$ cat config.mk
export PLATFORM = sky130hd
export DESIGN_NAME = bucket_histogram_counter_core
export DESIGN_NICKNAME = d
export VERILOG_FILES = /design/src/design/bhc_pkg.sv /design/src/design/bucket_histogram_counter_core.sv
export SDC_FILE = /design/constraint.sdc
export NUM_CORES = 2
export LEC_CHECK = 0
export BUFFER_PORTS_ARGS = -buffer_cell sky130_fd_sc_hd__buf_4
export CORE_MARGIN = 2
export CORE_UTILIZATION = 60
export CTS_CLUSTER_DIAMETER = 40
export DETAILED_ROUTE_END_ITERATION = 16
export PLACE_DENSITY = 0.78
export SETUP_SLACK_MARGIN = 0.2
export SLEW_MARGIN = 25
export SYNTH_ARGS = -nofsm -noshare
export SYNTH_HDL_FRONTEND = slang
export SYNTH_SLANG_ARGS = --single-unit
$ cat constraint.sdc
create_clock -name aclk -period 10.6 [get_ports aclk]
set_clock_uncertainty 0.05 [all_clocks]
set_input_delay 3.18 -clock aclk [delete_from_list [all_inputs] [get_ports aclk]]
set_output_delay 3.18 -clock aclk [all_outputs]
set_load 0.01 [all_outputs]
$ cat src/design/bhc_pkg.sv
// shared constants, types and helpers for the bucket histogram counter
package bhc_pkg;

    localparam int MAX_BOUNDS  = 7;
    localparam int TALLY_WIDTH = 40;
    localparam int DEPTH       = MAX_BOUNDS + 1;
    localparam int BKT_W       = (DEPTH > 1) ? $clog2(DEPTH) : 1;
    localparam int ADD_W       = (TALLY_WIDTH > 32) ? TALLY_WIDTH : 32;
    localparam int OUT_CNT_W   = 40;
    localparam int CLAMP_W     = (TALLY_WIDTH > OUT_CNT_W) ? TALLY_WIDTH : OUT_CNT_W;

    typedef logic [TALLY_WIDTH-1:0] tally_t;
    typedef logic [BKT_W-1:0]       bkt_t;

    typedef enum logic [1:0] {
        CMD_OBSERVE = 2'd0,
        CMD_BULK    = 2'd1,
        CMD_COLLECT = 2'd2,
        CMD_CLEAR   = 2'd3
    } cmd_e;

    typedef enum logic [1:0] {
        ST_RUN,
        ST_READ,
        ST_EMIT
    } state_t;

    localparam logic [2:0] REG_BOUND_COUNT = 3'd0;
    localparam logic [2:0] REG_BOUND_FIRST = 3'd1;

    localparam tally_t TALLY_MAX = '1;

    // saturating add of a count onto a tally
    function automatic tally_t sat_tally(input tally_t base, input logic [ADD_W-1:0] amt);
        logic [ADD_W:0] sum;
        begin
            sum = (ADD_W+1)'(base) + (ADD_W+1)'(amt);
            if (sum > (ADD_W+1)'(TALLY_MAX)) begin
                sat_tally = TALLY_MAX;
            end else begin
                sat_tally = TALLY_WIDTH'(sum);
            end
        end
    endfunction

    // clamp a tally onto the fixed output count width
    function automatic logic [OUT_CNT_W-1:0] clamp_count(input tally_t v);
        logic [CLAMP_W-1:0] ext;
        logic [CLAMP_W-1:0] lim;
        begin
            ext = CLAMP_W'(v);
            lim = CLAMP_W'({OUT_CNT_W{1'b1}});
            if (ext > lim) begin
                clamp_count = {OUT_CNT_W{1'b1}};
            end else begin
                clamp_count = OUT_CNT_W'(ext);
            end
        end
    endfunction

endpackage

$ cat src/design/bucket_histogram_counter_core.sv
// bucket histogram counter: tally memory, update pipeline and collect sequencer
//
//  channel  direction  handshake            payload
//  s_       in         s_valid / s_ready    cmd, sample_value, target_bucket, add_amount
//  m_       out        m_valid / m_ready    one bucket report per transaction
//  cfg_     in         cfg_valid/cfg_ready  register index and write data
//
// observe, bulk add and clear may follow back to back:
// the tally memory is read on acceptance and written in the following cycle, with a
// forwarding path for a hit on the entry just written.
// collect handles each bucket as a memory read, then an emit that waits out any m_ready stall;
// no input transaction is taken until the last report is loaded.
// aresetn is synchronous; clearing uses one valid bit per tally entry, so no sweep.
module bucket_histogram_counter_core (
    input  logic               aclk,
    input  logic               aresetn,
    input  logic               s_valid,
    output logic               s_ready,
    input  logic [1:0]         s_cmd,
    input  logic signed [31:0] s_sample_value,
    input  logic [2:0]         s_target_bucket,
    input  logic [31:0]        s_add_amount,
    output logic               m_valid,
    input  logic               m_ready,
    output logic [2:0]         m_bucket_number,
    output logic [39:0]        m_running_count,
    output logic signed [31:0] m_upper_limit,
    output logic               m_limit_infinite,
    output logic signed [63:0] m_total_sum,
    output logic               m_last_flag,
    input  logic               cfg_valid,
    output logic               cfg_ready,
    input  logic [2:0]         cfg_index,
    input  logic [31:0]        cfg_data
);
    import bhc_pkg::*;

    // configuration
    logic [2:0]         bound_count_reg;
    logic signed [31:0] bound_reg [DEPTH];
    logic [2:0]         nb;

    // tally memory and per-entry valid bits
    tally_t             tally_mem [DEPTH];
    logic [DEPTH-1:0]   ent_valid_reg;
    tally_t             rd_data_reg;
    logic               rd_valid_reg;
    logic               rd_en;
    bkt_t               rd_addr;

    // update stage
    logic               p1_valid_reg;
    logic               p1_clear_reg;
    bkt_t               p1_addr_reg;
    logic [31:0]        p1_amount_reg;
    logic signed [31:0] p1_value_reg;
    logic               fwd_en_reg;
    logic               fwd_clear_reg;
    bkt_t               fwd_addr_reg;
    tally_t             fwd_data_reg;
    tally_t             old_tally;
    tally_t             new_tally;
    logic signed [63:0] sum_reg;
    logic signed [64:0] sum_wide;
    logic signed [63:0] sum_sat;

    // accept side
    logic               s_acc;
    logic               upd_go;
    logic               drop;
    bkt_t               obs_idx;
    bkt_t               upd_addr;

    // collect sequencer
    state_t             state_reg;
    state_t             state_next;
    bkt_t               col_idx_reg;
    tally_t             cum_reg;
    tally_t             cum_new;
    logic               col_last;
    logic               slot_free;
    logic               emit_load;

    // output register
    logic               m_valid_reg;
    logic [2:0]         m_bucket_reg;
    logic [39:0]        m_count_reg;
    logic signed [31:0] m_limit_reg;
    logic               m_inf_reg;
    logic signed [63:0] m_sum_reg;
    logic               m_last_reg;

    assign nb        = (bound_count_reg > 3'(MAX_BOUNDS)) ? 3'(MAX_BOUNDS) : bound_count_reg;
    assign cfg_ready = 1'b1;
    assign s_ready   = (state_reg == ST_RUN);
    assign s_acc     = s_valid && s_ready;

    // bucket index: number of active bounds strictly below the value
    always_comb begin
        obs_idx = '0;
        for (int i = 0; i < MAX_BOUNDS; i++) begin
            if ((3'(i) < nb) && (bound_reg[i] < s_sample_value)) begin
                obs_idx = obs_idx + bkt_t'(1);
            end
        end
    end

    assign drop     = (s_target_bucket > nb);
    assign upd_addr = (s_cmd == CMD_OBSERVE) ? obs_idx : BKT_W'(s_target_bucket);
    assign upd_go   = s_acc && ((s_cmd == CMD_OBSERVE) || ((s_cmd == CMD_BULK) && !drop));

    // configuration writes
    always_ff @(posedge aclk) begin
        if (!aresetn) begin
            bound_count_reg <= '0;
            for (int i = 0; i < DEPTH; i++) begin
                bound_reg[i] <= '0;
            end
        end else if (cfg_valid && cfg_ready) begin
            if (cfg_index == REG_BOUND_COUNT) begin
                bound_count_reg <= cfg_data[2:0];
            end else if ((cfg_index - REG_BOUND_FIRST) < 3'(MAX_BOUNDS)) begin
                bound_reg[BKT_W'(cfg_index - REG_BOUND_FIRST)] <= cfg_data;
            end
        end
    end

    // read-modify-write with forwarding from the write or clear just committed
    always_comb begin
        if (fwd_en_reg && fwd_clear_reg) begin
            old_tally = '0;
        end else if (fwd_en_reg && (fwd_addr_reg == p1_addr_reg)) begin
            old_tally = fwd_data_reg;
        end else if (rd_valid_reg) begin
            old_tally = rd_data_reg;
        end else begin
            old_tally = '0;
        end
    end

    assign new_tally = sat_tally(old_tally, ADD_W'(p1_amount_reg));
    assign sum_wide  = {sum_reg[63], sum_reg} + 65'(p1_value_reg);
    assign sum_sat   = (sum_wide[64] != sum_wide[63])
                     ? (sum_wide[64] ? {1'b1, 63'd0} : {1'b0, {63{1'b1}}})
                     : sum_wide[63:0];

    always_ff @(posedge aclk) begin
        if (rd_en) begin
            rd_data_reg <= tally_mem[rd_addr];
        end
        if (p1_valid_reg && !p1_clear_reg) begin
            tally_mem[p1_addr_reg] <= new_tally;
        end
    end

    always_ff @(posedge aclk) begin
        if (!aresetn) begin
            p1_valid_reg  <= 1'b0;
            fwd_en_reg    <= 1'b0;
            ent_valid_reg <= '0;
            rd_valid_reg  <= 1'b0;
            sum_reg       <= '0;
        end else begin
            p1_valid_reg <= upd_go || (s_acc && (s_cmd == CMD_CLEAR));
            fwd_en_reg   <= p1_valid_reg;
            if (rd_en) begin
                rd_valid_reg <= ent_valid_reg[rd_addr];
            end
            if (p1_valid_reg && p1_clear_reg) begin
                ent_valid_reg <= '0;
                sum_reg       <= '0;
            end else if (p1_valid_reg) begin
                ent_valid_reg[p1_addr_reg] <= 1'b1;
                sum_reg                    <= sum_sat;
            end
        end
    end

    always_ff @(posedge aclk) begin
        p1_clear_reg  <= (s_cmd == CMD_CLEAR);
        p1_addr_reg   <= upd_addr;
        p1_amount_reg <= (s_cmd == CMD_OBSERVE) ? 32'd1 : s_add_amount;
        p1_value_reg  <= s_sample_value;
        fwd_clear_reg <= p1_clear_reg;
        fwd_addr_reg  <= p1_addr_reg;
        fwd_data_reg  <= new_tally;
    end

    // collect sequencer: next state
    assign col_last  = (3'(col_idx_reg) == nb);
    assign slot_free = !m_valid_reg || m_ready;

    always_comb begin
        state_next = state_reg;
        unique case (state_reg)
            ST_RUN: begin
                if (s_acc && (s_cmd == CMD_COLLECT)) begin
                    state_next = ST_READ;
                end
            end
            ST_READ: begin
                state_next = ST_EMIT;
            end
            ST_EMIT: begin
                if (slot_free) begin
                    state_next = col_last ? ST_RUN : ST_READ;
                end
            end
            default: begin
                state_next = ST_RUN;
            end
        endcase
    end

    // collect sequencer: outputs
    always_comb begin
        rd_en     = 1'b0;
        rd_addr   = upd_addr;
        emit_load = 1'b0;
        unique case (state_reg)
            ST_RUN: begin
                rd_en = upd_go;
            end
            ST_READ: begin
                rd_en   = 1'b1;
                rd_addr = col_idx_reg;
            end
            ST_EMIT: begin
                emit_load = slot_free;
            end
            default: begin
                rd_en = 1'b0;
            end
        endcase
    end

    // pipeline is empty in emit, so the registered read is current
    assign cum_new = sat_tally(cum_reg, ADD_W'(rd_valid_reg ? rd_data_reg : tally_t'(0)));

    always_ff @(posedge aclk) begin
        if (!aresetn) begin
            state_reg   <= ST_RUN;
            col_idx_reg <= '0;
            cum_reg     <= '0;
            m_valid_reg <= 1'b0;
        end else begin
            state_reg <= state_next;
            if (s_acc && (s_cmd == CMD_COLLECT)) begin
                col_idx_reg <= '0;
                cum_reg     <= '0;
            end else if (emit_load) begin
                col_idx_reg <= col_idx_reg + bkt_t'(1);
                cum_reg     <= cum_new;
            end
            if (emit_load) begin
                m_valid_reg <= 1'b1;
            end else if (m_ready) begin
                m_valid_reg <= 1'b0;
            end
        end
    end

    always_ff @(posedge aclk) begin
        if (emit_load) begin
            m_bucket_reg <= 3'(col_idx_reg);
            m_count_reg  <= clamp_count(cum_new);
            m_limit_reg  <= col_last ? 32'sd0 : bound_reg[col_idx_reg];
            m_inf_reg    <= col_last;
            m_sum_reg    <= col_last ? sum_reg : 64'sd0;
            m_last_reg   <= col_last;
        end
    end

    assign m_valid          = m_valid_reg;
    assign m_bucket_number  = m_bucket_reg;
    assign m_running_count  = m_count_reg;
    assign m_upper_limit    = m_limit_reg;
    assign m_limit_infinite = m_inf_reg;
    assign m_total_sum      = m_sum_reg;
    assign m_last_flag      = m_last_reg;

    // a clear leaves every tally entry reading as zero
    assert property (@(posedge aclk) disable iff (!aresetn)
        (p1_valid_reg && p1_clear_reg) |=> (ent_valid_reg == '0))
        else $error("tally valid bits not cleared");

    // collect reads only once the update stage has drained
    assert property (@(posedge aclk) disable iff (!aresetn)
        (state_reg == ST_READ) |-> !p1_valid_reg)
        else $error("collect read overlaps a pending tally write");

    // a stalled report holds the sequencer in emit
    assert property (@(posedge aclk) disable iff (!aresetn)
        ((state_reg == ST_EMIT) && m_valid_reg && !m_ready) |=> (state_reg == ST_EMIT))
        else $error("report loaded over a stalled transaction");

    // only the last report carries the open bucket and the sum
    assert property (@(posedge aclk) disable iff (!aresetn)
        (m_valid_reg && !m_last_reg) |-> (!m_inf_reg && (m_sum_reg == 64'sd0)))
        else $error("sum or open bucket on a report that is not last");

endmodule
# == Word level (Yosys, flattened, before mapping) ==
# Memories as Yosys holds them, arrays and structs flattened. A register that Yosys moved wholly into a read port is not among the register bits.
# Index checks and enable logic that the tools add are counted.
# totals
memories,2
ff_bits,344
ram_bits,576
# memory_table
name,depth,word_bits,read_ports,rd_ports_with_merged_regs,wr,line,text
tally_mem,8,40,1,1,1,bucket_histogram_counter_core.sv:44,tally_t tally_mem [DEPTH];
bound_reg,8,32,8,1,8,bucket_histogram_counter_core.sv:40,logic signed [31:0] bound_reg [DEPTH];
# classes
n_reduce_logical,32
n_mux,40
bitwise_logic,2
n_lt_le_gt_ge,23
add_sub_neg,11
n_eq_ne,10
# op_table
cell,n
$lt A32 B32 Y1,7
$mux W40,5
$mux W64,2
$gt A41 B40 Y1 const B,2
$add A64 B32 Y65,1
$add A40 B32 Y41,1
$add A40 B40 Y41,1
$gt A40 B40 Y1 const B,1
$mux W32,1
$reduce_or A32 Y1,1
$mux W3,10
$add A3 B1 Y3 const B,7
$logic_and A1 B1 Y1,17
$mux W1,16
$lt A3 B3 Y1 const A,3
$lt A3 B4 Y1 const B,2
$or A8 B8 Y8,1
$eq A2 B2 Y1 const B,3
$eq A3 B3 Y1,2
$lt A1 B3 Y1 const A,2
$lt A2 B3 Y1 const A,2
$pmux W2 S3,1
$eq A2 B1 Y1 const B,2
$logic_not A2 Y1,2
19 further kinds,26

# == Depth between registers and ports, before layout ==
# logic_depth
depth_word,21
mapped_depth,39
depth_no_buf,39

# == Worst setup path after synthesis ==
# OpenSTA, ideal clock, no wires.
# synth_path
path_type,input-to-reg
from,in s_sample_value[1]
to,"reg rd_data_reg[38], read port of tally_mem (data pin)"
t_arrival_ps,9559
setup_time_ps,256
slack_ps,735
path_stages,38
path_cell_list,inv_1 ha_1 a21o_1 a21o_1 a21o_1 a21o_1 a21o_1 a21o_1 a21o_1 a21oi_1 o21ai_0 a21oi_1 mux2i_1 o31a_1 ha_1 inv_1 nand4_1 a22o_1 (+2 left out) and2_1 or2_2 ha_1 nand2b_1 o21a_1 ha_1 inv_1 o21bai_1 ha_1 nor2_1 nand3_1 mux2i_1 o31ai_1 o21ai_2 nor3_1 clkbuf_1 a22o_1 nor2_1
# synth_between
elab_chain_cells,17
# synth_lines
element,line,text
"start, declared",bucket_histogram_counter_core.sv:20,"input logic signed [31:0] s_sample_value,"
$lt A32 B32 Y1,bucket_histogram_counter_core.sv:102,if ((3'(i) < nb) && (bound_reg[i] < s_sample_value)) begin
$logic_and A1 B1 Y1,bucket_histogram_counter_core.sv:102,
$mux W1,bucket_histogram_counter_core.sv:102,
$add A3 B1 Y3,bucket_histogram_counter_core.sv:103,obs_idx = obs_idx + bkt_t'(1);
$mux W3,bucket_histogram_counter_core.sv:102,
$add A3 B1 Y3,bucket_histogram_counter_core.sv:103,
$mux W3,bucket_histogram_counter_core.sv:102,
$add A3 B1 Y3,bucket_histogram_counter_core.sv:103,
$mux W3,bucket_histogram_counter_core.sv:102,
$add A3 B1 Y3,bucket_histogram_counter_core.sv:103,
$mux W3,bucket_histogram_counter_core.sv:102,
$add A3 B1 Y3,bucket_histogram_counter_core.sv:103,
$mux W3,bucket_histogram_counter_core.sv:102,
$add A3 B1 Y3,bucket_histogram_counter_core.sv:103,
$mux W3 (*),bucket_histogram_counter_core.sv:102,
$mux W3 (*),bucket_histogram_counter_core.sv:109,assign upd_addr = (s_cmd == CMD_OBSERVE) ? obs_idx : BKT_W'(s_target_bucket);
$mux W3 (*),bucket_histogram_counter_core.sv:220,unique case (state_reg)
"end, declared",bucket_histogram_counter_core.sv:46,tally_t rd_data_reg;
# Mark *: on every way between the ends. The rest lies on a longest branch, timed or not.
# A chain may end at the register's enable or synchronous reset.

# == Worst setup path in the final report ==
# layout_path
from,in s_sample_value[17]
to,"reg rd_data_reg[12], read port of tally_mem (data pin)"
# The elaborated chain is that of the path after synthesis.

==> flow_summary.toml <==
[global_route]
grt_start_max_net_pins = 130
grt_use_met3_pct = 7.699
use_met2_pct = 47.20
grt_pass1_vias = 34500
grt-ovfl-total = 0
grtUsageTotal_pct = 30.49
antenna_found_initial = 11
grt_pass1_wl_mm = 200.9
top_usage_layer = "met2"
globalRouteMet1Util_pct = 41.84

[clock_network]
clock_latency_ns = 0.73
root_buffer = "clkbuf_16"
cts_buffers = 135
htree_levels = 4
cts_hold_buf = 0
clkTransAtPathRegs_ns = 0.05
clockBufferDepth = 3
tritoncts = "done"
cts_sinks = 992

[layout]
nFillCells = 5779
multi_input_area_um2 = 22350
instances_no_fill = 5760
area_growth_pct = 15.76
nets = 4983
layout_common_cells = "edfxtp_1, ha_1, and2_1"
seqCellArea_um2 = 27440
largest_register_ffs = 320
final_cell_area_um2 = 58700
layout-drive-gt1-share_pct = 16.08
final_common_cell = "edfxtp_1"

[placement]
dpl-instance-area_um2 = 53900
place.gp.congestion = 0.9227
dpl.cell_count = 5501
portBuffers = 251
post-place-ws_ns = -0.1482
dp_hpwl_mm = 86.48

[critical_path]
crit_slowest_cell = "ha_1"
path_max_fanout = 20
startpoint_type = "primary input"
cp-end-kind = "register"
worstSetupEndpoint = "rd_data_reg[12]$_DFFE_PP_"
cp_common_cell = "ha_1"
required_ns = 11.02
rrSetupSlack_ns = 2.88
arrival_ns = 10.40
slowest_delay_ns = 0.35
critical_path_class = "in -> reg"
reg2reg_depth = 38
worstReg2RegStart = "bound_reg[0][1]$_SDFFCE_PN0P_"
rr_endpoint = "rd_data_reg[12]$_DFFE_PP_"
cp-startpoint = "s_sample_value[17]"

[pwr]
p_comb_share_pct = 11.5
leakagePower_uw = 0.02346
ir_worst_vdd_uv = 202.3
power_frac_clock_pct = 45.1
p_switching_uw = 2591
power_uw = 10350
power_frac_seq_pct = 43.4
swShare_pct = 25.05
intPower_uw = 7755
power_density_nw_per_um2 = 176.3

[floorplan]
die_x_um = 294.7
core_um2 = 83690
start_util_pct = 60.59
row_count = 106
dieHeight_um = 294.7
design.die.area_um2 = 86860
io_pins = 253

[timing]
post-route-period-util_pct = 94.22
finalMaxSlewViolations = 0
final.setup.worst_slack_ns = 0.6131
worst_pin_slew_ns = 1.104
finalSetupTns_ns = 0
max_freq_mhz = 100.1
relSlewSlack_pct = 25.98
finalSetupViolCount = 0
min_period_ns = 9.987
hold_violations = 0
rsz0062_at_grt = "no"

[logic_synthesis]
syn_inst = 4226
synth_area_um2 = 50710
ys_ff_latch = 992
synth_top_family_by_area = "simple AND/OR/NAND/NOR gates"
async_flop_share_pct = 0
synth_fa_ha_area_share_pct = 10.34
synth_mux_area_share_pct = 7.239
synth_xor_area_share_pct = 2.544
synth_compound_gate_area_share_pct = 11.07
synth_warnings = 0
synth_top_area_share_pct = 44.77
yosys_most_used_dff = "edfxtp_1"
synth-edff-count = 756
yosysUniqueCellTypes = 87
yosys-top-cells-area = "edfxtp_1, dfxtp_1, ha_1, and2_1, a21oi_1"
syn_area_per_cell_um2 = 12.00
ys_seq_area_share_pct = 54.08
synth_simple_gate_area_share_pct = 12.31
synth_area_leader_cell = "edfxtp_1"

[detailed_routing]
wl_per_cell_um = 23.08
routed_wl_mm = 132.9
vias_per_cell = 6.143
dr.pass1.iters = 5
ant_nets = 0
drtIter0Drc = 3381
num_vias = 35380
drc_errors = 0

[run_status]
status = "complete, no violations"

[job]
max-cap-violations = 0

[hold_path]
hp-class = "reg -> reg"
## worst min-delay path by stage
stage	slack, ns	to	startpoint	depth (start not counted)
3_3_place_gp	0.40	cum_reg[38]$_SDFFE_PP0P_	cum_reg[38]$_SDFFE_PP0P_	2
5_1_grt	0.46	cum_reg[35]$_SDFFE_PP0P_	cum_reg[35]$_SDFFE_PP0P_	2
6_report	0.42	cum_reg[12]$_SDFFE_PP0P_	cum_reg[12]$_SDFFE_PP0P_	2
4_1_cts	0.42	cum_reg[38]$_SDFFE_PP0P_	cum_reg[38]$_SDFFE_PP0P_	2
3_5_place_dp	0.41	cum_reg[38]$_SDFFE_PP0P_	cum_reg[38]$_SDFFE_PP0P_	2
2_1_floorplan	0.28	fwd_addr_reg[0]$_DFF_P_	p1_addr_reg[0]$_DFF_P_	0
## logic make-up after synthesis
kind of cell    after synthesis
xor+xnor                    141
fa+ha+maj                   430
mux                         275
other cells                   2
simple gates               1217
flops                       992
compound gates              887
buf+inv                     282
## synth_stat cells, drive strengths merged (53+ instances only)
| library cell | count |
|---|---|
| a21o | 122 |
| a21oi | 300 |
| and2 | 337 |
| and3 | 53 |
| clkbuf | 147 |
| dfxtp | 236 |
| edfxtp | 756 |
| ha | 363 |
| inv | 90 |
| maj3 | 64 |
| mux2 | 81 |
| mux2i | 129 |
| mux4 | 65 |
| nand2 | 270 |
| nand2b | 56 |
| nor2 | 250 |
| nor3 | 68 |
| o21ai | 181 |
| xnor2 | 80 |
| xor2 | 59 |
## critical path: cells and delay by family
kind                     cells  cell delay, ns
buffers and inverters        6            0.87
multiplexers                 2            0.35
AO/OA/AOI/OAI               15            2.64
adder cells (fa/ha/maj)      6            1.82
AND/OR/NAND/NOR             12            1.53
## through the flow
step	utilization [%]	hold slack, ns
2_1_floorplan	-	0.2790
3_3_place_gp	64.40	0.3976
3_5_place_dp	64.40	0.4124
4_1_cts	70.04	0.4202
5_1_grt	70.13	0.4637
6_report	70.14	0.4199
## final cells by class
| type | instances | area share, % |
|---|---|---|
| clock buffers | 161 | 6.277 |
| clock inverters | 88 | 1.752 |
| flip-flops and latches | 992 | 46.74 |
| diodes | 6 | 0.02558 |
| multi-input cells | 2983 | 38.07 |
| inverters | 90 | 0.5947 |
| well taps | 1134 | 2.417 |
| repair buffers | 306 | 4.120 |
## metal layers
layer | vias up | wire length [µm]
li1 | 16330 | -
met1 | 17200 | 55230
met2 | 1588 | 60580
met3 | 264 | 13010
met4 | 6 | 4090
met5 | - | 33
## repair_timing
| item | 4_1_cts | 5_1_grt |
|---|---|---|
| hold endpoints to repair | 0 | 0 |
| gates resized for setup | 0 | 5 |
| setup buffers | 0 | 2 |
| setup endpoints to repair | 0 | 37 |
## power groups by stage
stage | clock (µW) | sequential, µW | combinational, µW
2_1_floorplan | 0 | 4520 | 830
3_3_place_gp | 0 | 4560 | 1130
3_5_place_dp | 0 | 4570 | 1150
4_1_cts | 4700 | 4490 | 1170
5_1_grt | 4870 | 4500 | 1310
6_report | 4660 | 4490 | 1190
Note: power is estimated with default switching activity, not from simulation.
